--- src/rtl/ffre_pkg.sv ---
// Shared types, constants and helper functions for the frame flip and rotate engine.
package ffre_pkg;

    // Largest frame held in the store.
    localparam int MAX_WIDTH  = 128;
    localparam int MAX_HEIGHT = 128;
    localparam int MAX_DIM    = (MAX_WIDTH > MAX_HEIGHT) ? MAX_WIDTH : MAX_HEIGHT;

    // Derived widths.
    localparam int DIM_W   = $clog2(MAX_DIM + 1);
    localparam int POS_W   = $clog2(MAX_DIM);
    localparam int CMP_W   = DIM_W + 1;
    localparam int DEPTH   = MAX_WIDTH * MAX_HEIGHT;
    localparam int ADDR_W  = $clog2(DEPTH);
    localparam int PIX_W   = 24;
    localparam int CFG_W   = 8;
    localparam int CIDX_W  = 2;

    // Depth of the command queue between front and back.
    localparam int QUEUE_DEPTH = 4;

    // Configuration register indexes.
    localparam logic [CIDX_W-1:0] CFG_FRAME_WIDTH  = 2'd0;
    localparam logic [CIDX_W-1:0] CFG_FRAME_HEIGHT = 2'd1;
    localparam logic [CIDX_W-1:0] CFG_TRANSFORM    = 2'd2;

    // Transform codes.
    localparam logic [1:0] XF_IDENTITY = 2'd0;
    localparam logic [1:0] XF_MIRROR_H = 2'd1;
    localparam logic [1:0] XF_MIRROR_V = 2'd2;
    localparam logic [1:0] XF_ROTATE   = 2'd3;

    // Request modes.
    localparam logic MODE_LOAD  = 1'b0;
    localparam logic MODE_FETCH = 1'b1;

    // Reset values of the configuration registers.
    localparam logic [CFG_W-1:0] FRAME_WIDTH_RST  = 8'd128;
    localparam logic [CFG_W-1:0] FRAME_HEIGHT_RST = 8'd128;

    // Input request.
    typedef struct packed {
        logic       mode;
        logic [7:0] red_in;
        logic [7:0] green_in;
        logic [7:0] blue_in;
    } t_pix_in;

    // Output result.
    typedef struct packed {
        logic [7:0] red_out;
        logic [7:0] green_out;
        logic [7:0] blue_out;
        logic       last_pixel;
        logic       not_ready;
    } t_pix_out;

    // Command passed from the front to the back through the queue.
    typedef struct packed {
        logic              is_load;
        logic [ADDR_W-1:0] addr;
        logic [PIX_W-1:0]  pix;
        logic              last;
        logic              err;
    } t_cmd;

    // Clamp a register dimension into 1..max.
    function automatic logic [DIM_W-1:0] clamp_dim(input logic [CFG_W-1:0] v, input int max);
        logic [DIM_W-1:0] res;
        if (v == '0) begin
            res = DIM_W'(1);
        end else if (int'(v) > max) begin
            res = DIM_W'(max);
        end else begin
            res = DIM_W'(v);
        end
        return res;
    endfunction

    // Store address of a pixel; row and column are held inside the store.
    function automatic logic [ADDR_W-1:0] store_addr(input logic [POS_W-1:0] row,
                                                     input logic [POS_W-1:0] col);
        logic [POS_W-1:0] r;
        logic [POS_W-1:0] c;
        r = (int'(row) >= MAX_HEIGHT) ? POS_W'(MAX_HEIGHT - 1) : row;
        c = (int'(col) >= MAX_WIDTH) ? POS_W'(MAX_WIDTH - 1) : col;
        return ADDR_W'(r) * ADDR_W'(MAX_WIDTH) + ADDR_W'(c);
    endfunction

endpackage

--- src/rtl/ffre_queue.sv ---
// Short command queue that decouples the front end from the store access.
module ffre_queue (
    input  logic           i_clk,
    input  logic           i_rst_n,
    input  logic           i_push,
    input  ffre_pkg::t_cmd i_cmd,
    output logic           o_full,
    input  logic           i_pop,
    output logic           o_empty,
    output ffre_pkg::t_cmd o_cmd
);
    import ffre_pkg::*;

    localparam int PTR_W = $clog2(QUEUE_DEPTH);
    localparam int CNT_W = $clog2(QUEUE_DEPTH + 1);

    t_cmd             r_buf [QUEUE_DEPTH];
    logic [PTR_W-1:0] r_wr_ptr;
    logic [PTR_W-1:0] r_rd_ptr;
    logic [CNT_W-1:0] r_count;
    logic             do_push;
    logic             do_pop;

    assign o_full  = (r_count == CNT_W'(QUEUE_DEPTH));
    assign o_empty = (r_count == '0);
    assign do_push = i_push & ~o_full;
    assign do_pop  = i_pop & ~o_empty;
    assign o_cmd   = r_buf[r_rd_ptr];

    // Entry storage.
    always_ff @(posedge i_clk) begin
        if (do_push) begin
            r_buf[r_wr_ptr] <= i_cmd;
        end
    end

    // Pointers and fill count.
    always_ff @(posedge i_clk) begin
        if (!i_rst_n) begin
            r_wr_ptr <= '0;
            r_rd_ptr <= '0;
            r_count  <= '0;
        end else begin
            if (do_push) begin
                r_wr_ptr <= (int'(r_wr_ptr) == QUEUE_DEPTH - 1) ? '0 : r_wr_ptr + PTR_W'(1);
            end
            if (do_pop) begin
                r_rd_ptr <= (int'(r_rd_ptr) == QUEUE_DEPTH - 1) ? '0 : r_rd_ptr + PTR_W'(1);
            end
            r_count <= r_count + CNT_W'(do_push) - CNT_W'(do_pop);
        end
    end

endmodule

--- config.mk ---
export PLATFORM = sky130hd
export DESIGN_NAME = ffre_queue
export DESIGN_NICKNAME = d
export VERILOG_FILES = /design/src/rtl/ffre_pkg.sv /design/src/rtl/ffre_queue.sv
export SDC_FILE = /design/constraint.sdc
export NUM_CORES = 1
export LEC_CHECK = 0
export ABC_AREA = 1
export BUFFER_PORTS_ARGS = -buffer_cell sky130_fd_sc_hd__buf_4
export CAP_MARGIN = 10
export CORE_UTILIZATION = 30
export CTS_BUF_LIST = sky130_fd_sc_hd__clkbuf_4
export CTS_CLUSTER_DIAMETER = 100
export DETAILED_ROUTE_END_ITERATION = 10
export GPL_TIMING_DRIVEN = 1
export PLACE_DENSITY = 0.53
export SYNTH_ARGS = -nofsm -noshare
export SYNTH_HDL_FRONTEND = slang
export SYNTH_SLANG_ARGS = --single-unit
export TNS_END_PERCENT = 10
--- constraint.sdc ---
create_clock -name i_clk -period 4 [get_ports i_clk]
set_input_delay 1.2 -clock i_clk [delete_from_list [all_inputs] [get_ports i_clk]]
set_output_delay 1.2 -clock i_clk [all_outputs]
set_load 0.005 [all_outputs]
Yosys cells after proc, flatten, opt, wreduce, memory -nomap -nowiden. Memory sizes are Yosys's and may differ from the RTL's. A register that Yosys moved wholly into a read port is not among the register bits. Index checks and enable logic that the tools add are counted.

Register bits after elaboration: 7. Memory bits (writable): 164. Memories kept: 1. Output and inout bits: 43. Logic and storage cells: 22. Input port bits: 45.

$add $sub $neg: 4. Equality and inequality tests: 3. Reductions and logical operators: 1. Bitwise gates (word level): 4. Multiplexer cells: 6.

Memory list: r_buf (depth 4, bits a word 41, read ports 1, clocked after Yosys merged registers in 1, write ports 1, RTL line ffre_queue.sv:17) `t_cmd r_buf [QUEUE_DEPTH];`.

Operators by type and width (number): $mux 2 (4); $add 2x1->2 const B (2); $eq 2x1->1 const B (2); $add 3x1->3 (1); $eq 3x3->1 const B (1); $logic_not 3->1 (1); $sub 3x1->3 (1); $and 1x1->1 (2); $mux 1 (2); $not 1->1 (2).

Logic depth before layout (Yosys ltp).
Depth in word-level cells: 5. Mapped depth: 11. Depth with buffers taken out: 11.

Worst setup path before layout. OpenSTA, ideal clock, no wires.

Path type: in2reg. Start point: input i_push. End point: memory r_buf[0][0] in the netlist's numbering (enable). Data arrival time: 3041 ps. Stages on the path: 2. Data required time: 3561 ps. Library setup time: 439 ps. Buffers on the path: 0. Setup slack: 520 ps. Cell sequence: nand2_2 nor2_1.

Longest elaborated chain between the ends: 3.

RTL lines: start, declared (RTL line ffre_queue.sv:5) `input logic i_push,`; $and 1x1->1 (RTL line ffre_queue.sv:26) `assign do_push = i_push & ~o_full;`; $mux 1 (RTL line ffre_queue.sv:32) `if (do_push) begin`; $mux 1 (not written as such) (RTL line ffre_queue.sv:33) `r_buf[r_wr_ptr] <= i_cmd;`; end, declared (RTL line ffre_queue.sv:17).

No other way between the ends.

==> results.py <==
metrics = {
    "run_status": {
        "status": "finished clean",
    },
    "pwr": {
        "power.leakage_nw": 2.75,
        "ir_worst_vdd_mv": 0.288,
        "power.density_nw_per_um2": 611,
    },
    "worst_setup_path": {
        "timing.critical_path.cells": "inv_2, buf_4, o21ai_0, o22ai_1, buf_4",
        "path_delay_family": "buffers and inverters",
        "crit_slowest_cell": "dfxtp_4",
        "reg2reg_slack_ps": 1990,
        "critical_path.n_buffers_inverters": 3,
        "crit_path_start_kind": "flip-flop",
        "rr_endpoint": "r_count[2]$_SDFF_PN0_",
        "r2r-start": "r_count[1]$_SDFF_PN0_",
        "endpoint_kind": "output port",
        "path_max_fanout": 38,
        "cp.required_ps": 2800,
        "timing.critical_path.mode_cell": "buf_4",
        "rr_worst_depth": 9,
        "crit_path_max_incr_delay_ps": 510,
        "crit_type": "flip-flop to output port",
        "worstPathArrival_ps": 2310,
    },
    "floorplan": {
        "initial_core_utilization": 0.309,
        "num_rows": 53,
        "io_pins": 88,
        "die_height_um": 150,
        "die-width_um": 150,
        "core_region_area_sq_um": 21200,
        "die_area_sq_um": 22500,
    },
    "synthesis": {
        "post-synth-top-area-fraction": 0.751,
        "ys_top_cells_by_area": "edfxtp_1 75%, nor2_1 5.6%, o22ai_1 3.9%",
        "avgSynthCellArea_sq_um": 14.2,
        "yosysWarnings": 0,
        "top_cell_type_by_total_area_after_synthesis": "edfxtp_1",
        "seq_area_frac_synth": 0.778,
        "synth-edff-count": 164,
        "syn-num-nets": 515,
        "syn-instance-count": 462,
        "synth_seq_cells": 173,
        "synth_area_sq_um": 6560,
        "ys_types": 22,
        "async_reset_ff_frac": 0,
        "synth_ff_type": "edfxtp_1",
    },
    "clocking": {
        "post_cts_resized": 0,
        "clock_path_buffers": 2,
        "tritoncts_clock_tree": "done",
        "ctsHtreeMaxLevel": 4,
        "clkSlewWorstSetupHoldPaths_ps": 140,
        "cts_buffers": 17,
        "clk-insertion-delay-late_ps": 560,
        "postCtsSetupRepairBufs": 0,
        "clock-root-buffer": "clkbuf_4",
        "clkSinkCount": 173,
        "hold_buffers": 0,
    },
    "detailed_routing": {
        "drt_pre_antenna_iters": 4,
        "drc_markers": 0,
        "ant_nets": 0,
        "route.final.wire_length_um": 14400,
        "detail_route.wl_per_cell_um": 17.2,
        "via_count": 3960,
        "1st_iter_drt_viols": 223,
        "vias_per_cell": 4.71,
    },
    "timing": {
        "layout_setup_ws_ps": 486,
        "rsz_0062_raised_after_global_routing": "false",
        "post-route-min-period_ps": 3510,
        "relSlewSlack": 0.485,
        "hold_viol_final": 0,
        "final_max_slew_viol_count": 0,
        "final-setup-viol-count": 0,
        "measured_slew_at_the_worst_slew_check_pin_ps": 772,
        "timing.clock.skew_ps": 20.7,
        "fmax_ghz": 0.285,
        "fin_tns_setup_ps": 0,
        "finalCritPeriodShare": 0.878,
    },
    "global_routing": {
        "grt_overflow": 0,
        "initial_antenna_violation_count": 1,
        "grt_first_pass_wirelength_um": 22300,
        "first_global_vias": 4096,
        "grt_use_total": 0.135,
        "pin_count_of_the_biggest_net_entering_global_routing": 47,
    },
    "hold_path": {
        "worst_hold_path_type": "flip-flop to flip-flop",
        "worst_hold_startpoint": "r_rd_ptr[1]$_SDFFE_PN0N_",
        "whs_path_depth": 2,
    },
    "layout": {
        "syn2layout_area_growth_pct": 19.4,
        "layout-drive-gt1-share": 0.241,
        "num-fill-cells": 2086,
        "final_nets": 604,
    },
    "placed_design": {
        "place_ws_ps": 1010,
        "hpwl_um": 8600,
        "place_congestion": 0.696,
        "portBuffers": 87,
    },
    "flow_run": {
        "maxCapViolations": 0,
    },
}
state kept, by name (all words and copies together) (netlist names), named ones only:
name      flops
r_buf       164
r_count       3
r_rd_ptr      2
r_wr_ptr      2
area by class of cell:
type,count,area [sq um],share of cell area
tap,275,344,0.0440
timing repair buffer,95,751,0.0959
antenna,1,2.50,0.000320
clock inverter,15,173,0.0221
multi-input combinational,247,1260,0.161
clock buffer,17,128,0.0163
sequential,173,5110,0.653
inverter,17,63.8,0.00815
synthesized netlist by cell type, drive strengths merged (2+ instances only):
library cell / number
buf: 23
o21ai: 82
dfxtp: 9
nand2: 13
clkbuf: 2
edfxtp: 164
o22ai: 41
a21oi: 2
inv: 17
nor2: 97
ha: 7
metrics by stage:
stage	utilization	hold slack [ps]	power (mW)	cells	cell area [sq um]
2_1_floorplan	-	483	3.12	462	6560
3_3_place_gp	0.355	504	3.79	807	7530
3_5_place_dp	0.355	517	3.84	807	7530
4_1_cts	0.369	533	4.87	839	7830
5_1_grt	0.369	591	5.10	840	7830
6_report	0.369	534	4.78	840	7830
worst max-delay path by stage:
stage / start / endpoint / slack, ps / cells after the start
2_1_floorplan: i_push / r_buf[0][0]$_DFFE_PP_ / 520 / 2
3_3_place_gp: flip-flop / o_cmd[34] / 1070 / 5
3_5_place_dp: flip-flop / o_cmd[34] / 1010 / 5
4_1_cts: flip-flop / o_cmd[34] / 360 / 5
5_1_grt: flip-flop / o_cmd[9] / 230 / 5
6_report: flip-flop / o_cmd[34] / 490 / 5
routing by layer:
| layer | global-route usage | wire length, um |
|---|---|---|
| met1 | 0.166 | 6360 |
| met4 | 0.0409 | 128 |
| met2 | 0.222 | 7180 |
| met3 | 0.0454 | 737 |
| met5 | 0 | 0 |
where the power goes:
group          switching [mW]  internal (mW)
Sequential             0.0950           2.22
Clock                   0.640          0.395
Combinational           0.829          0.604
worst min-delay path, stage by stage (launching register included):
cell and delay [ps]:
dfxtp_1 340, a21oi_1 110, nor2_1 60
cell usage in the layout, fill, tap and decap left out, drive strengths merged:
| cell | count |
|---|---|
| or2 | 1 |
| diode | 1 |
| a21oi | 2 |
| inv | 27 |
| edfxtp | 164 |
| bufinv | 2 |
| xnor2 | 1 |
| clkbuf | 17 |
| o21ai | 82 |
| clkinv | 2 |
| nand3 | 1 |
| fa | 1 |
| nand3b | 1 |
| ha | 7 |
| clkinvlp | 1 |
| buf | 95 |
| nor2 | 97 |
| nand2 | 13 |
| o22ai | 41 |
| dfxtp | 9 |
cell families (layout without fill, tap and decap cells):
family	Yosys count	after routing	synth area share
AO/OA/AOI/OAI	125	125	0.103
XOR/XNOR	1	1	0.00134
adder cells (fa/ha/maj)	8	8	0.0164
buffers and inverters	42	144	0.0343
flip-flops	173	173	0.778
other	0	1	0
AND/OR/NAND/NOR	113	113	0.0662
No activity file was read; power rests on OpenSTA's default activity.
