## src/rtl/ffre_pkg.sv

```systemverilog
// Shared types, constants and helper functions for the frame flip and rotate engine.
package ffre_pkg;

    // Largest frame held in the store.
    localparam int MAX_WIDTH  = 128;
    localparam int MAX_HEIGHT = 128;
    localparam int MAX_DIM    = (MAX_WIDTH > MAX_HEIGHT) ? MAX_WIDTH : MAX_HEIGHT;

    // Derived widths.
    localparam int DIM_W   = $clog2(MAX_DIM + 1);
    localparam int POS_W   = $clog2(MAX_DIM);
    localparam int CMP_W   = DIM_W + 1;
    localparam int DEPTH   = MAX_WIDTH * MAX_HEIGHT;
    localparam int ADDR_W  = $clog2(DEPTH);
    localparam int PIX_W   = 24;
    localparam int CFG_W   = 8;
    localparam int CIDX_W  = 2;

    // Depth of the command queue between front and back.
    localparam int QUEUE_DEPTH = 4;

    // Configuration register indexes.
    localparam logic [CIDX_W-1:0] CFG_FRAME_WIDTH  = 2'd0;
    localparam logic [CIDX_W-1:0] CFG_FRAME_HEIGHT = 2'd1;
    localparam logic [CIDX_W-1:0] CFG_TRANSFORM    = 2'd2;

    // Transform codes.
    localparam logic [1:0] XF_IDENTITY = 2'd0;
    localparam logic [1:0] XF_MIRROR_H = 2'd1;
    localparam logic [1:0] XF_MIRROR_V = 2'd2;
    localparam logic [1:0] XF_ROTATE   = 2'd3;

    // Request modes.
    localparam logic MODE_LOAD  = 1'b0;
    localparam logic MODE_FETCH = 1'b1;

    // Reset values of the configuration registers.
    localparam logic [CFG_W-1:0] FRAME_WIDTH_RST  = 8'd128;
    localparam logic [CFG_W-1:0] FRAME_HEIGHT_RST = 8'd128;

    // Input request.
    typedef struct packed {
        logic       mode;
        logic [7:0] red_in;
        logic [7:0] green_in;
        logic [7:0] blue_in;
    } t_pix_in;

    // Output result.
    typedef struct packed {
        logic [7:0] red_out;
        logic [7:0] green_out;
        logic [7:0] blue_out;
        logic       last_pixel;
        logic       not_ready;
    } t_pix_out;

    // Command passed from the front to the back through the queue.
    typedef struct packed {
        logic              is_load;
        logic [ADDR_W-1:0] addr;
        logic [PIX_W-1:0]  pix;
        logic              last;
        logic              err;
    } t_cmd;

    // Clamp a register dimension into 1..max.
    function automatic logic [DIM_W-1:0] clamp_dim(input logic [CFG_W-1:0] v, input int max);
        logic [DIM_W-1:0] res;
        if (v == '0) begin
            res = DIM_W'(1);
        end else if (int'(v) > max) begin
            res = DIM_W'(max);
        end else begin
            res = DIM_W'(v);
        end
        return res;
    endfunction

    // Store address of a pixel; row and column are held inside the store.
    function automatic logic [ADDR_W-1:0] store_addr(input logic [POS_W-1:0] row,
                                                     input logic [POS_W-1:0] col);
        logic [POS_W-1:0] r;
        logic [POS_W-1:0] c;
        r = (int'(row) >= MAX_HEIGHT) ? POS_W'(MAX_HEIGHT - 1) : row;
        c = (int'(col) >= MAX_WIDTH) ? POS_W'(MAX_WIDTH - 1) : col;
        return ADDR_W'(r) * ADDR_W'(MAX_WIDTH) + ADDR_W'(c);
    endfunction

endpackage

```

## src/rtl/ffre_front.sv

```systemverilog
// Front end: accepts requests, keeps load and emit positions, builds store commands.
module ffre_front (
    input  logic                          i_clk,
    input  logic                          i_rst_n,
    input  logic                          i_in_valid,
    output logic                          o_in_stall,
    input  ffre_pkg::t_pix_in             i_req,
    input  logic                          i_cfg_we,
    input  logic [ffre_pkg::CIDX_W-1:0]   i_cfg_idx,
    input  logic [ffre_pkg::CFG_W-1:0]    i_cfg_wdata,
    output logic                          o_push,
    output ffre_pkg::t_cmd                o_cmd,
    input  logic                          i_q_full
);
    import ffre_pkg::*;

    logic [CFG_W-1:0] r_frame_width;
    logic [CFG_W-1:0] r_frame_height;
    logic [1:0]       r_transform;
    logic [POS_W-1:0] r_load_col, n_load_col;
    logic [POS_W-1:0] r_load_row, n_load_row;
    logic [POS_W-1:0] r_emit_col, n_emit_col;
    logic [POS_W-1:0] r_emit_row, n_emit_row;
    logic             r_complete, n_complete;

    logic             accept;
    logic [DIM_W-1:0] w, h, out_w, out_h;
    logic [POS_W-1:0] lc, lr, er, ec, src_row, src_col;
    t_cmd             cmd;

    assign accept     = i_in_valid & ~i_q_full;
    assign o_in_stall = i_q_full;

    // Configuration registers.
    always_ff @(posedge i_clk) begin
        if (!i_rst_n) begin
            r_frame_width  <= FRAME_WIDTH_RST;
            r_frame_height <= FRAME_HEIGHT_RST;
            r_transform    <= XF_IDENTITY;
        end else if (i_cfg_we) begin
            case (i_cfg_idx)
                CFG_FRAME_WIDTH:  r_frame_width  <= i_cfg_wdata;
                CFG_FRAME_HEIGHT: r_frame_height <= i_cfg_wdata;
                CFG_TRANSFORM:    r_transform    <= i_cfg_wdata[1:0];
                default: ;
            endcase
        end
    end

    // Position bookkeeping and command build for one request.
    always_comb begin
        w = clamp_dim(r_frame_width, MAX_WIDTH);
        h = clamp_dim(r_frame_height, MAX_HEIGHT);
        out_w = (r_transform == XF_ROTATE) ? h : w;
        out_h = (r_transform == XF_ROTATE) ? w : h;

        n_load_col = r_load_col;
        n_load_row = r_load_row;
        n_emit_col = r_emit_col;
        n_emit_row = r_emit_row;
        n_complete = r_complete;
        lc = r_load_col;
        lr = r_load_row;
        cmd = '0;

        // A stale emit position restarts at the first output pixel.
        er = r_emit_row;
        ec = r_emit_col;
        if (CMP_W'(er) >= CMP_W'(out_h) || CMP_W'(ec) >= CMP_W'(out_w)) begin
            er = '0;
            ec = '0;
        end

        // Source pixel of the current output position.
        case (r_transform)
            XF_MIRROR_H: begin
                src_row = er;
                src_col = POS_W'(CMP_W'(w) - CMP_W'(1) - CMP_W'(ec));
            end
            XF_MIRROR_V: begin
                src_row = POS_W'(CMP_W'(h) - CMP_W'(1) - CMP_W'(er));
                src_col = ec;
            end
            XF_ROTATE: begin
                src_row = POS_W'(CMP_W'(h) - CMP_W'(1) - CMP_W'(ec));
                src_col = er;
            end
            default: begin
                src_row = er;
                src_col = ec;
            end
        endcase

        if (accept) begin
            if (i_req.mode == MODE_LOAD) begin
                // A load after a full frame starts a new one.
                if (r_complete) begin
                    lc = '0;
                    lr = '0;
                    n_complete = 1'b0;
                end
                cmd.is_load = 1'b1;
                cmd.addr    = store_addr(lr, lc);
                cmd.pix     = {i_req.red_in, i_req.green_in, i_req.blue_in};
                n_load_col  = lc;
                n_load_row  = lr;
                if (CMP_W'(lc) + CMP_W'(1) >= CMP_W'(w)) begin
                    n_load_col = '0;
                    if (CMP_W'(lr) + CMP_W'(1) >= CMP_W'(h)) begin
                        n_load_row = '0;
                        n_complete = 1'b1;
                        n_emit_row = '0;
                        n_emit_col = '0;
                    end else begin
                        n_load_row = lr + POS_W'(1);
                    end
                end else begin
                    n_load_col = lc + POS_W'(1);
                end
            end else if (!r_complete) begin
                cmd.err = 1'b1;
            end else begin
                cmd.addr = store_addr(src_row, src_col);
                cmd.last = (CMP_W'(er) + CMP_W'(1) == CMP_W'(out_h)) &&
                           (CMP_W'(ec) + CMP_W'(1) == CMP_W'(out_w));
                if (CMP_W'(ec) + CMP_W'(1) >= CMP_W'(out_w)) begin
                    n_emit_col = '0;
                    n_emit_row = (CMP_W'(er) + CMP_W'(1) >= CMP_W'(out_h)) ? '0
                                                                           : er + POS_W'(1);
                end else begin
                    n_emit_col = ec + POS_W'(1);
                    n_emit_row = er;
                end
            end
        end
    end

    // Position registers.
    always_ff @(posedge i_clk) begin
        if (!i_rst_n) begin
            r_load_col <= '0;
            r_load_row <= '0;
            r_emit_col <= '0;
            r_emit_row <= '0;
            r_complete <= 1'b0;
        end else begin
            r_load_col <= n_load_col;
            r_load_row <= n_load_row;
            r_emit_col <= n_emit_col;
            r_emit_row <= n_emit_row;
            r_complete <= n_complete;
        end
    end

    assign o_push = accept;
    assign o_cmd  = cmd;

    // A complete frame always leaves the load position at the origin.
    a_complete_origin: assert property (@(posedge i_clk) disable iff (!i_rst_n)
        r_complete |-> (r_load_col == '0 && r_load_row == '0))
        else $error("load position not at origin with a complete frame");

endmodule

```

## config.mk

```make
export PLATFORM = sky130hd
export DESIGN_NAME = ffre_front
export DESIGN_NICKNAME = d
export VERILOG_FILES = /design/src/rtl/ffre_pkg.sv /design/src/rtl/ffre_front.sv
export SDC_FILE = /design/constraint.sdc
export NUM_CORES = 1
export LEC_CHECK = 0
export CAP_MARGIN = 20
export CELL_PAD_IN_SITES_DETAIL_PLACEMENT = 1
export CELL_PAD_IN_SITES_GLOBAL_PLACEMENT = 1
export CORE_MARGIN = 4
export CORE_UTILIZATION = 48
export DETAILED_ROUTE_END_ITERATION = 8
export DONT_BUFFER_PORTS = 1
export PLACE_DENSITY_LB_ADDON = 0.1
export RECOVER_POWER = 50
export SLEW_MARGIN = 30
export SYNTH_ARGS = -nofsm -noshare
export SYNTH_HDL_FRONTEND = slang
export SYNTH_SLANG_ARGS = --single-unit
```

## constraint.sdc

```tcl
create_clock -name i_clk -period 6.8 [get_ports i_clk]
set_input_delay 0 -clock i_clk [delete_from_list [all_inputs] [get_ports i_clk]]
set_output_delay 0 -clock i_clk [all_outputs]
set_load 0.02 [all_outputs]
```

== Word-level counts from Yosys, hierarchy flattened ==
Index checks and enable logic that the tools add are counted.

* Input port bits: 40
* Bits in registers: 47

* Add/subtract/negate cells: 15
* Mux-type cells: 38
* Equal/unequal tests: 8
* Bitwise operators: 3
* $lt $le $gt $ge: 8
* Reductions and logical operators: 12

{| class="wikitable"
|+ Operators by type and width
! kind !! number
|-
| 7-bit 2-to-1 mux || 20
|-
| 8-bit 2-to-1 mux || 6
|-
| 41-bit 2-to-1 mux || 1
|-
| 7-bit by 1-bit adder with 8-bit output, second input constant || 4
|-
| 8-bit greater-or-equal comparator || 4
|-
| 14-bit by 7-bit adder with 14-bit output || 2
|-
| 7-bit by 1-bit adder with 7-bit output, second input constant || 4
|-
| 14-bit 2-to-1 mux || 2
|-
| 7-bit one-hot mux with 2 select lines || 2
|-
| 24-bit 2-to-1 mux || 1
|-
| 7-bit subtractor || 3
|-
| 9-bit by 8-bit == test with 1-bit output || 2
|-
| 7-bit by 8-bit greater-or-equal comparator with 1-bit output || 2
|-
| 8-bit > comparator, second input constant || 2
|-
| 8-bit logical NOT || 2
|-
| 7-bit by 1-bit subtractor with 7-bit output, second input constant || 2
|-
| 2-bit AND reduction || 4
|-
| 2-bit == test, second input constant || 3
|-
| 1-bit 2-to-1 mux || 5
|-
| 2-bit by 1-bit == test with 1-bit output, second input constant || 2
|-
| 4-bit AND reduction || 1
|-
| 2-bit nonzero test || 2
|-
| 2-bit logical NOT || 1
|-
| 2-bit 2-to-1 mux || 1
|-
| other kinds (5) || 6
|}

== Longest topological paths before layout ==
Gate-level depths: netlist (run 1).

* Word-level depth: 13
* Mapped depth: 28
* Gate-level depth less buffers: 26

== Least setup slack after synthesis (run 1) ==
No wires, ideal clock.

* Path kind: flip-flop to flip-flop
* Start: register r_frame_height[1]
* End: register r_emit_row[3]
* Setup time: 0.117 ns
* Cell stages (with the launch flop): 27
* Data arrival time: 4.951 ns
* Required time: 6.683 ns
* Setup slack: 1.732 ns
* Clock period less this slack: 5.068 ns
* Path through: dfxtp_1 nor3_1 a21oi_1 nor2_1 inv_1 o21ai_0 ha_1 nand2b_4 a2111oi_4 o21ai_1 and3_4 or2_1 buf_6 nor2_1 ha_1 and3_1 and3_1 xnor2_1 nor2_1 ha_1 and4_1 o21ai_0 o211ai_1 nor2b_1 o21ai_0 o31ai_1 a22o_1

* Cells in the longest elaborated chain, start to end: 13
* Elaborated cells between the ends (all ways): 23
* Classes of those cells: 3 x add/sub; 6 x order compare; 10 x mux; 4 x reduce/logical

{| class="wikitable"
|+ Ends and longest elaborated chain
! what !! RTL line !! text
|-
| from (decl) || ffre_front.sv:18 || <nowiki>logic [CFG_W-1:0] r_frame_height;</nowiki>
|-
| from (signal assigned) || ffre_front.sv:43 || <nowiki>CFG_FRAME_HEIGHT: r_frame_height <= i_cfg_wdata;</nowiki>
|-
| 8-bit > comparator || ffre_pkg.sv:72 || <nowiki>end else if (int'(v) > max) begin</nowiki>
|-
| 8-bit 2-to-1 mux || ffre_pkg.sv:72 ||
|-
| 8-bit 2-to-1 mux * || ffre_pkg.sv:70 || <nowiki>if (v == '0) begin</nowiki>
|-
| 8-bit 2-to-1 mux, on equally long branches || ffre_front.sv:55, ffre_front.sv:54 ||
|-
| 7-bit by 8-bit greater-or-equal comparator with 1-bit output || ffre_front.sv:69 || <nowiki>if (CMP_W'(er) >= CMP_W'(out_h) || CMP_W'(ec) >= CMP_W'(out_w)) begin</nowiki>
|-
| 1-bit logical OR || ffre_front.sv:69 ||
|-
| 7-bit 2-to-1 mux || ffre_front.sv:69 ||
|-
| 7-bit by 1-bit adder with 8-bit output || ffre_front.sv:128 || <nowiki>n_emit_row = (CMP_W'(er) + CMP_W'(1) >= CMP_W'(out_h)) ? '0</nowiki>
|-
| 8-bit greater-or-equal comparator || ffre_front.sv:128 ||
|-
| 7-bit 2-to-1 mux || ffre_front.sv:128 ||
|-
| 7-bit 2-to-1 mux || ffre_front.sv:126 || <nowiki>if (CMP_W'(ec) + CMP_W'(1) >= CMP_W'(out_w)) begin</nowiki>
|-
| 7-bit 2-to-1 mux || ffre_front.sv:120 || <nowiki>end else if (!r_complete) begin</nowiki>
|-
| 7-bit 2-to-1 mux || ffre_front.sv:95 || <nowiki>if (i_req.mode == MODE_LOAD) begin</nowiki>
|-
| to (signal assigned) || ffre_front.sv:150 || <nowiki>r_emit_row <= n_emit_row;</nowiki>
|-
| to (decl) || ffre_front.sv:23 || <nowiki>logic [POS_W-1:0] r_emit_row, n_emit_row;</nowiki>
|}

Every way passes the cells marked *; elsewhere a longest branch is shown, timed or not. The select of a mux whose other input is x is not followed.
A chain may end at the register's enable or synchronous reset.

== Final worst setup path (run 1) ==
* Start: register r_frame_height[2]
* End: register r_emit_row[6]

The elaborated chain is that of the path after synthesis.

==> results of run 1 <==
==> cell usage after synthesis (all sizes together) (3+ instances only) <==
cell type  number  area share
a2111oi         3       0.010
a211oi          4      0.0059
a21o            6      0.0088
a21oi          40       0.039
a22o            6       0.010
a22oi           3      0.0044
a31oi           5      0.0061
a32o            4      0.0078
a32oi          12       0.021
a41oi           3      0.0051
and2           26       0.032
and3           16       0.021
buf            17       0.021
clkbuf         24       0.018
dfxtp          47        0.18
ha             64        0.16
inv            26       0.019
mux2i          21       0.042
nand2          79       0.058
nand2b         11       0.015
nand3          29       0.028
nand3b          3      0.0044
nand4          11       0.013
nor2           69       0.051
nor2b          21       0.026
nor3            7      0.0090
nor4            4      0.0049
o211ai          8       0.012
o21a            7       0.010
o21ai          39       0.039
o31ai           5       0.010
or2             3      0.0037
xnor2          18       0.031
xor2            9       0.015
==> cell families after synthesis <==
family                     count (synthesis)
AOI/OAI and AO/OA                        163
xor gates and xnor gates                  27
adders and majority gates                 66
buffers and inverters                     68
DFF                                       47
muxes                                     21
and+or+nand+nor                          290
==> worst paths after layout <==
kind,from,endpoint,slack (ns),cells after the start
max,r_frame_height[2],r_emit_row[6],0.42,26
min,i_q_full,o_in_stall,0.000008,0
max reg2reg,r_frame_height[2],r_emit_row[6],0.42,26
min reg2reg,r_load_col[4],r_load_col[4],0.50,2
==> stage by stage <==
stage	area (µm²)	util	power [µW]
6_report	5380	0.519	575
5_1_grt	5380	0.519	599
4_1_cts	5370	0.518	577
3_5_place_dp	5170	0.499	378
3_3_place_gp	5170	0.499	375
2_1_floorplan	5120	-	364
==> critical path: stages (launching register included) <==
cell      delay [ns]
dfxtp_1         0.37
nor3_1          0.41
a21oi_1         0.16
nor2_1          0.29
inv_1           0.16
o21ai_0         0.38
ha_1            0.31
nand2b_1        0.16
a211oi_1        0.27
o21a_1          0.19
o22ai_2         0.10
or2_1           0.47
nor2_1          0.38
ha_1            0.31
and3_1          0.26
and3_1          0.24
xnor2_1         0.13
nor2_1          0.06
ha_1            0.33
and4_1          0.17
o21ai_0         0.07
o211ai_1        0.12
buf_4           0.17
nor2_1          0.31
nand2_1         0.09
o21ai_0         0.26
a22o_1          0.17
==> per-layer routing <==
metal | GRT usage | vias to the layer above
met3 | 0.0437 | 54
met1 | 0.364 | 2507
met5 | 0 | -
met2 | 0.506 | 206
li1 | - | 2425
met4 | 0.134 | 0
==> registers in the layout, indices dropped and copies added (netlist names) <==
name            count
r_load_row          7
r_transform         2
r_frame_width       8
r_complete          1
r_emit_row          7
r_emit_col          7
r_load_col          7
r_frame_height      8
==> final cells by class <==
cell class                      count  area (µm²)
Sequential cell                    47         941
Fill cell                        1325        4990
Multi-Input combinational cell    567        3890
Timing Repair Buffer               22         184
Inverter                           27         101
Clock buffer                        5        68.8
Tap cell                          136         170
Clock inverter                      3        22.5
==> timing repair <==
action,4_1_cts,5_1_grt
hold buffers,11,0
gates resized for setup,0,1
setup buffers,0,1
endpoints found under the hold margin,33,0
setup endpoints to repair,0,8
==> power by group <==
part	internal (µW)	leakage (µW)	total, µW	switching [µW]
clock	74.8	0.0000489	192	117
sequential	279	0.000380	286	6.12
combinational	33.6	0.00175	97.2	63.6
total	388	0.00218	575	187
==> key figures, run 1 <==
Detailed routing
  – Routed length on met1: approximately 7700 µm
  – DR WL met2: between 8000 and 9000 µm
  – Max Used Layer: met4
  – Vias: a little over 5000
  – DRC viols: 0
  – Routed wire length: 18600 µm
  – Per-cell routed wire length: 23.1 µm
  – Routed wl met3: around 1200 µm
  – Vias per inst: 6.43
  – 1st-iter DRT viols: between 300 and 400
  – DRT antenna net count: 0
  – DRT Pass-1 Iters: 5

Synthesis
  – Synth Area in XOR/XNOR: 0.0462
  – Syn nets: 788
  – Mux contribution to synthesized area: 0.0418
  – Simple-gate share of the synthesized area: 0.283
  – Post-Synthesis Cells: 682
  – Synth warnings: 0
  – #FFs+latches synth: 47
  – Area share of fa/ha/maj cells after synthesis: 0.164
  – Syn Area/Cell: 7.51 µm²
  – Mapped Area: 0.00512 mm²
  – Register area share after synthesis: 0.184
  – EDFF count, synth: 0
  – Ys async rst share: 0
  – Cell variety after synth: 74
  – Main combinational cell family by area after synthesis: simple AND/OR/NAND/NOR gates
  – Post-synthesis compound-gate area fraction: 0.223
  – Top_reg_cell synth: dfxtp_1

Pwr
  – Leak pwr: 0.00218 µW
  – VDD IR-drop max: between 0.09 and 0.1 mV
  – Pwr/cell area: 107 mW/mm²

Cells and area
  – Most frequent cells in the layout: nand2_1 (78), nor2_1 (68), ha_1 (64)
  – Layout area overhead: 4.98%
  – Nets: 776
  – Share of layout cells above drive strength 1: 0.0581
  – Post-Layout Cell Count: between 800 and 900
  – Commonest non-fill, non-tap cell in the layout: nand2_1
  – N_diodes: 0

Clock tree
  – Bufs on Longest Clock Path: 2
  – Clock Sinks: 47
  – # H-tree levels: 2
  – Clock transition at path regs: 0.11 ns
  – Clock latency on the worst-skew pair: 0.33 ns
  – CTS tree: built
  – CTS Buf Count: 5
  – Clock Root Buffer: clkbuf_8

STA
  – Final Hold Vio Count: 0
  – Period Utilization, post-route: 0.938
  – Max-slew violation count: 0
  – Setup Skew: 0.0137 ns
  – Fmax: 0.157 GHz
  – Final setup vio count: 0
  – Setup TNS: 0 ns
  – Final min period: 6.38 ns
  – WHS: 0.00000802 ns
  – Actual slew at the worst max-slew pin: between 1 and 1.5 ns
  – Fin worst setup slack: between 0.4 and 0.5 ns
  – Rel. slew slack: 0.300

Die
  – # IOs: between 80 and 90
  – Die footprint: 0.0124 mm²
  – Core box area: 0.0104 mm²
  – Starting Density: 0.494
  – Die extent in x: about 110 µm
  – Height of the die: 111 µm
  – Row count: 37

Place
  – Cells after DPL: 787
  – I/O Buffers: 0
  – Post-Place Setup Slack: roughly 0.55 ns
  – Dpl hpwl: 14300 µm
  – GPL Wtd Cong: 0.929

GRT
  – Largest net degree at the start of global routing: 38
  – Vias in the first global route: approximately 5400
  – First-pass GRT wire length: approximately 29000 µm
  – Remaining Overflow, GRT: 0
  – GRT Util Overall: 0.295
  – Antenna violations before repair: 0

Setup path
  – Worst Path Class, Setup: reg -> reg
  – Worst Path Required: 7.08 ns
  – Worst endpoint data arrival time: 6.66 ns
  – Max FO, Critical Path: 14
  – Critical path startpoint category: flip-flop
  – CP endpoint kind: flip-flop

Outcome
  – Status: finished clean

Job
  – MaxCap Viol Count: 0

Worst hold path
  – Hold crit path type: in -> out
No activity file was read; power rests on OpenSTA's default activity.
==> inputs of run 2 (changes only) <==
--- a/config.mk
+++ b/config.mk
@@ -13,7 +13,6 @@
 export DETAILED_ROUTE_END_ITERATION = 8
 export DONT_BUFFER_PORTS = 1
 export PLACE_DENSITY_LB_ADDON = 0.1
-export RECOVER_POWER = 50
 export SLEW_MARGIN = 30
 export SYNTH_ARGS = -nofsm -noshare
 export SYNTH_HDL_FRONTEND = slang
==> key figures, run 2 (synthesis results as in run 1) <==
Setup path
  – Worst r2r src: r_frame_height[2]
  – CP endpoint kind: flip-flop
  – Critical path startpoint category: flip-flop
  – Crit-path most repeated cell: nor2_1
  – Cells on worst reg2reg path: 26 (unchanged)
  – CP max-delay cell: or2_1
  – R2R setup slack: 0.40 ns (-0.02 ns)
  – RR Endpoint: r_emit_row[6]
  – Delay of the slowest critical-path stage: 0.47 ns (about the same)
  – Max FO, Critical Path: 14 (unchanged)
  – Worst Path Required: 7.08 ns (about the same)
  – Buffers and inverters on the worst path: 2 (unchanged)
  – Worst Path Class, Setup: reg -> reg
  – Cell family with most CP delay: simple AND/OR/NAND/NOR gates
  – Worst endpoint data arrival time: 6.68 ns (+0.02 ns)

Cells and area
  – Most frequent cells in the layout: nand2_1 (78), nor2_1 (68), ha_1 (64)
  – Core Util, Final: 0.519 (about the same)
  – Fin area: 0.00538 mm² (about the same)
  – Layout area overhead: 5.05% (about the same)
  – Share of layout cells above drive strength 1: 0.0626 (+0.00447)
  – N_diodes: 0 (unchanged)
  – Fillers: 1324 (-0.075%)
  – Top Registers: r_frame_height (8), r_frame_width (8)
  – Nets: 776 (unchanged)
  – Commonest non-fill, non-tap cell in the layout: nand2_1
  – Post-Layout Cell Count: 807 (unchanged)

Clock tree
  – Clock Root Buffer: clkbuf_8
  – Clock Sinks: 47 (unchanged)
  – Bufs on Longest Clock Path: 2 (unchanged)
  – CTS Buf Count: 5 (unchanged)
  – Clock transition at path regs: 0.11 ns (about the same)
  – # H-tree levels: 2 (unchanged)
  – CTS tree: built
  – Clock latency on the worst-skew pair: 0.33 ns (about the same)

STA
  – Final Hold Vio Count: 0 (unchanged)
  – Max-slew violation count: 0 (unchanged)
  – Setup Skew: 0.0151 ns (+0.00142 ns)
  – Rel. slew slack: 0.381 (+0.0803)
  – Fmax: 0.156 GHz (-0.31%)
  – Final setup vio count: 0 (unchanged)
  – Period Utilization, post-route: 0.941 (+0.00291)
  – Actual slew at the worst max-slew pin: 0.928 ns (-0.120 ns)
  – WHS: 0.00000798 ns (-0.0000000379 ns)
  – Final min period: 6.40 ns (+0.0198 ns)

Place
  – Dpl cell area: 0.00517 mm² (unchanged)
  – Dpl hpwl: 14300 µm (unchanged)
  – GPL Wtd Cong: 0.929 (unchanged)
  – Cells after DPL: 787 (unchanged)
  – I/O Buffers: 0 (unchanged)

Worst hold path
  – Hold crit path type: in -> out
  – Origin of the worst min-delay path: i_q_full
  – Hold EP: o_in_stall
  – Hold Path Depth: 0 (unchanged)

Detailed routing
  – Per-cell routed wire length: 23.0 µm (-0.36%)
  – Vias: 5208 (+0.31%)
  – Vias per inst: 6.45 (+0.31%)
  – 1st-iter DRT viols: 397 (+26%)
  – Routed wire length: 18600 µm (-0.36%)
  – DRT Pass-1 Iters: 5 (unchanged)
  – DRT antenna net count: 0 (unchanged)
  – DRC viols: 0 (unchanged)

Pwr
  – Comb power frac: 0.170 (about the same)
  – VDD IR-drop max: 0.0997 mV (about the same)
  – Clock share of power: 0.335 (about the same)
  – P_int: 388 µW (+0.14%)
  – Seq pwr share: 0.496 (about the same)
  – Leak pwr: 0.00220 µW (+1.0%)
  – P_sw: 188 µW (+0.37%)
  – Sw Ratio: 0.326 (+0.000512)
  – Pwr/cell area: 107 mW/mm² (+0.14%)

Die
  – Height of the die: 111 µm (unchanged)
  – Core box area: 0.0104 mm² (unchanged)
  – Die extent in x: 111 µm (unchanged)
  – Row count: 37 (unchanged)
  – Starting Density: 0.494 (unchanged)
  – # IOs: 83 (unchanged)
  – Die footprint: 0.0124 mm² (unchanged)

GRT
  – Remaining Overflow, GRT: 0 (unchanged)
  – Vias in the first global route: 5393 (unchanged)
  – Antenna violations before repair: 0 (unchanged)
  – First-pass GRT wire length: 29300 µm (unchanged)
  – GRT busiest layer: met2
  – GR Util met1: 0.364 (unchanged)
  – Grt met3 use: 0.0437 (unchanged)
  – GRT Util Overall: 0.295 (unchanged)
  – GR Util met2: 0.506 (unchanged)
  – Largest net degree at the start of global routing: 38 (unchanged)

Outcome
  – Status: finished clean

Job
  – MaxCap Viol Count: 0 (unchanged)
[run 2: changes by cell type in the layout (fill, tap and decap cells not counted), sizes merged]
cell,delta
clkbuf,-1
buf,+1
[run 2: final cells by class]
type | count | area, µm² | area share
clock buffers | 5 | 68.8 | 0.0128
repair buffers | 22 | 188 | 0.0349
multi-input cells | 567 | 3890 | 0.723
clock inverters | 3 | 22.5 | 0.00418
flip-flops and latches | 47 | 941 | 0.175
inverters | 27 | 101 | 0.0188
well taps | 136 | 170 | 0.0316
[run 2: power groups by stage]
stage                     combinational (µW)  sequential [µW]  clock [µW]
after CTS                               96.2              285         196
after global placement                  83.5              291           0
after floorplan                         74.6              289           0
after detailed placement                86.6              292           0
final                                   97.8              286         193
after global routing                     106              286         207
[run 2: how the worst max path moves through the flow]
stage               endpoint         startpoint  depth (start not counted)  slack, ns
3_3_place_gp   r_emit_row[6]  r_frame_height[2]                         25       0.81
4_1_cts        r_emit_row[6]  r_frame_height[2]                         25       0.52
3_5_place_dp   r_emit_row[6]  r_frame_height[2]                         25       0.55
5_1_grt        r_emit_row[6]  r_frame_height[2]                         26     -0.002
2_1_floorplan  r_emit_row[3]  r_frame_height[1]                         26       1.73
6_report       r_emit_row[6]  r_frame_height[2]                         26       0.40
[run 2: metrics by stage]
step                power (µW)  TNS [ns]  worst slack (ns)
floorplan                  364         0              1.73
global placement           375         0             0.813
detailed placement         378         0             0.545
CTS                        577         0             0.522
global route               600  -0.00237          -0.00237
finish                     576         0             0.399
[run 2: repair_timing]
item,CTS,global route
hold endpoints to repair,33,0
gates resized for setup,0,1
buffers inserted,0,1
hold buffers,11,0
setup endpoints to repair,0,8
[run 2: layer usage]
| layer | vias up | routed length [µm] |
|---|---|---|
| li1 | 2424 | - |
| met1 | 2500 | 7580 |
| met2 | 234 | 8860 |
| met3 | 50 | 1270 |
| met4 | 0 | 869 |
| met5 | - | 0 |
[run 2: worst reg2reg max path: stages, from the launching register on]
cell,delay [ns]
dfxtp_1,0.37
nor3_1,0.41
a21oi_1,0.16
nor2_1,0.30
inv_1,0.16
o21ai_0,0.38
ha_1,0.32
nand2b_1,0.16
a211oi_1,0.27
o21a_1,0.19
o22ai_2,0.10
or2_1,0.47
nor2_1,0.38
ha_1,0.31
and3_1,0.26
and3_1,0.24
xnor2_1,0.13
nor2_1,0.06
ha_1,0.33
and4_1,0.17
o21ai_0,0.07
o211ai_1,0.12
buf_4,0.17
nor2_1,0.31
nand2_1,0.09
o21ai_0,0.26
a22o_1,0.17
==> inputs of run 3 (changes only) <==
==> constraint.sdc (replaced) <==
create_clock -name i_clk -period 7.3 [get_ports i_clk]
set_input_delay 0 -clock i_clk [delete_from_list [all_inputs] [get_ports i_clk]]
set_output_delay 0 -clock i_clk [all_outputs]
set_load 0.02 [all_outputs]
==> key figures, run 3 (synthesis results as in run 1) <==
Outcome
  – Status: finished with violations
  – Failing checks: negative hold slack

Detailed routing
  – Vias: 5201 (-0.13%)
  – Vias per inst: 6.48 (+0.36%)
  – 1st-iter DRT viols: 360 (-9.3%)
  – DRT Pass-1 Iters: 5 (unchanged)
  – DRT antenna net count: 0 (unchanged)
  – DRC viols: 0 (unchanged)
  – Per-cell routed wire length: 23.5 µm (+2.0%)
  – Routed wire length: 18900 µm (+1.5%)

Cells and area
  – Layout area overhead: 5.32%
  – Most frequent cells in the layout: nand2_1 (78), nor2_1 (68), ha_1 (64)
  – Share of layout cells above drive strength 1: 0.0525 (-0.0101)
  – N_diodes: 0 (unchanged)
  – Commonest non-fill, non-tap cell in the layout: nand2_1
  – Top Registers: r_frame_height (8), r_frame_width (8)
  – Nets: 772 (-0.52%)

Clock tree
  – Bufs on Longest Clock Path: 2 (unchanged)
  – CTS tree: built
  – Clock transition at path regs: 0.11 ns (about the same)
  – Clock latency on the worst-skew pair: 0.33 ns (about the same)
  – # H-tree levels: 2 (unchanged)
  – Clock Sinks: 47 (unchanged)
  – CTS Buf Count: 5 (unchanged)
  – Clock Root Buffer: clkbuf_8

Setup path
  – CP endpoint kind: flip-flop
  – Setup crit start: r_transform[1]
  – Worst Path Required: 7.57 ns (+0.49 ns)
  – Cells on worst reg2reg path: 22 (-15%)
  – RR Endpoint: r_emit_col[2]
  – R2R setup slack: 0.68 ns (+0.28 ns)
  – Worst endpoint data arrival time: 6.88 ns (+0.20 ns)
  – Critical path capture point: r_emit_col[2]
  – Critical path startpoint category: flip-flop
  – Worst Path Class, Setup: reg -> reg
  – Max FO, Critical Path: 28 (+14)
  – Worst r2r src: r_transform[1]

Worst hold path
  – Hold Path Depth: 3 (+3)
  – Hold crit path type: in -> reg

STA
  – Final setup vio count: 0 (unchanged)
  – Final Hold Vio Count: 1 (+1)
  – WHS: -0.000827 ns (-0.000835 ns)
  – Rel. slew slack: 0.415 (+0.0342)
  – Fmax: 0.151 GHz (-3.3%)
  – Setup TNS: 0 ns (unchanged)
  – RSZ-0062 raised after global routing: false
  – Max-slew violation count: 0 (unchanged)
  – Setup Skew: 0.0136 ns (-0.00152 ns)
  – Actual slew at the worst max-slew pin: 0.876 ns (-0.0520 ns)
  – Final min period: 6.62 ns (+0.215 ns)
  – Period Utilization, post-route: 0.906 (-0.0350)

Die
  – # IOs: 83 (unchanged)
  – Die extent in x: 111 µm (unchanged)
  – Starting Density: 0.494 (unchanged)
  – Die footprint: 0.0124 mm² (unchanged)
  – Row count: 37 (unchanged)
  – Core box area: 0.0104 mm² (unchanged)
  – Height of the die: 111 µm (unchanged)

GRT
  – Remaining Overflow, GRT: 0 (unchanged)
  – Antenna violations before repair: 0 (unchanged)
  – GRT Util Overall: 0.302 (+0.00686)
  – Vias in the first global route: 5439 (+0.85%)
  – Largest net degree at the start of global routing: 38 (unchanged)
  – First-pass GRT wire length: 29900 µm (+2.0%)

Place
  – GPL Wtd Cong: 0.940 (+1.3%)
  – I/O Buffers: 0 (unchanged)
  – Dpl hpwl: 14300 µm (+0.11%)

Pwr
  – VDD IR-drop max: 0.0787 mV (-21%)
  – Pwr/cell area: 107 mW/mm² (+0.28%)
  – Leak pwr: 0.00219 µW (-0.42%)

Job
  – MaxCap Viol Count: 0 (unchanged)
run 3: cell count changes in the layout (fill, tap and decap cells not counted), sizes merged:
| cell | previous run | this run |
|---|---|---|
| buf | 12 | 6 |
| inv | 29 | 28 |
| clkbuf | 5 | 6 |
| dlygate4sd3 | 10 | 12 |
| bufinv | 0 | 1 |
| clkinv | 1 | 0 |
run 3: repair_timing:
item                      CTS  global route
buffers inserted            0             0
hold endpoints to repair   33             0
resized for setup           0             0
hold buffers               13             0
run 3: cell type report:
cell class                 instances  area, µm²
fill                            1346       4970
multi-input combinational        567       3880
sequential                        47        941
timing repair buffer              18        178
tap                              136        170
inverter                          27        101
clock buffer                       6       82.6
clock inverter                     2       38.8
run 3: worst min-delay path by stage:
stage                 startpoint             end
floorplan               i_q_full      o_in_stall
global placement        i_q_full      o_in_stall
detailed placement      i_q_full      o_in_stall
CTS                     i_q_full      o_in_stall
global route            i_q_full      o_in_stall
finish              i_cfg_idx[1]  r_transform[0]
run 3: worst max-delay path, cell delays in order, from the launching register on:
cell and delay [ns]:
dfxtp_1 0.83, nand2_2 0.53, o21ai_0 0.46, ha_1 0.30
nand2b_4 0.15, a2111oi_4 0.34, o21ai_1 0.13, and3_4 0.20
nor2_2 0.53, nand2_1 0.24, inv_1 0.11, ha_1 0.24
and3_1 0.25, nand3_1 0.15, xnor2_1 0.19, nor2_1 0.06
ha_1 0.32, nand2_1 0.09, o21ai_0 0.10, a31oi_1 0.49
and2_1 0.49, a41o_1 0.23, a22o_1 0.13
run 3: where the power goes:
part	switching, µW	internal [µW]
Combinational	58.8	32.8
Sequential	6.82	260
Clock	108	113
Total	173	406
run 3: per-layer routing:
layer	vias up	track usage	wire, µm
li1	2423	-	-
met1	2537	0.368	7710
met2	185	0.520	9070
met3	56	0.0469	1140
met4	0	0.142	936
met5	-	0	0
run 3: through the flow:
step                std cells  utilization  power, µW  cell area (µm²)  setup slack (ns)
floorplan                 682            -        339             5120              2.23
global placement          782        0.495        350             5130              1.03
detailed placement        782        0.495        353             5130             0.876
CTS                       803        0.520        580             5400             0.819
global route              803        0.520        600             5400             0.154
finish                    803        0.520        579             5400             0.684
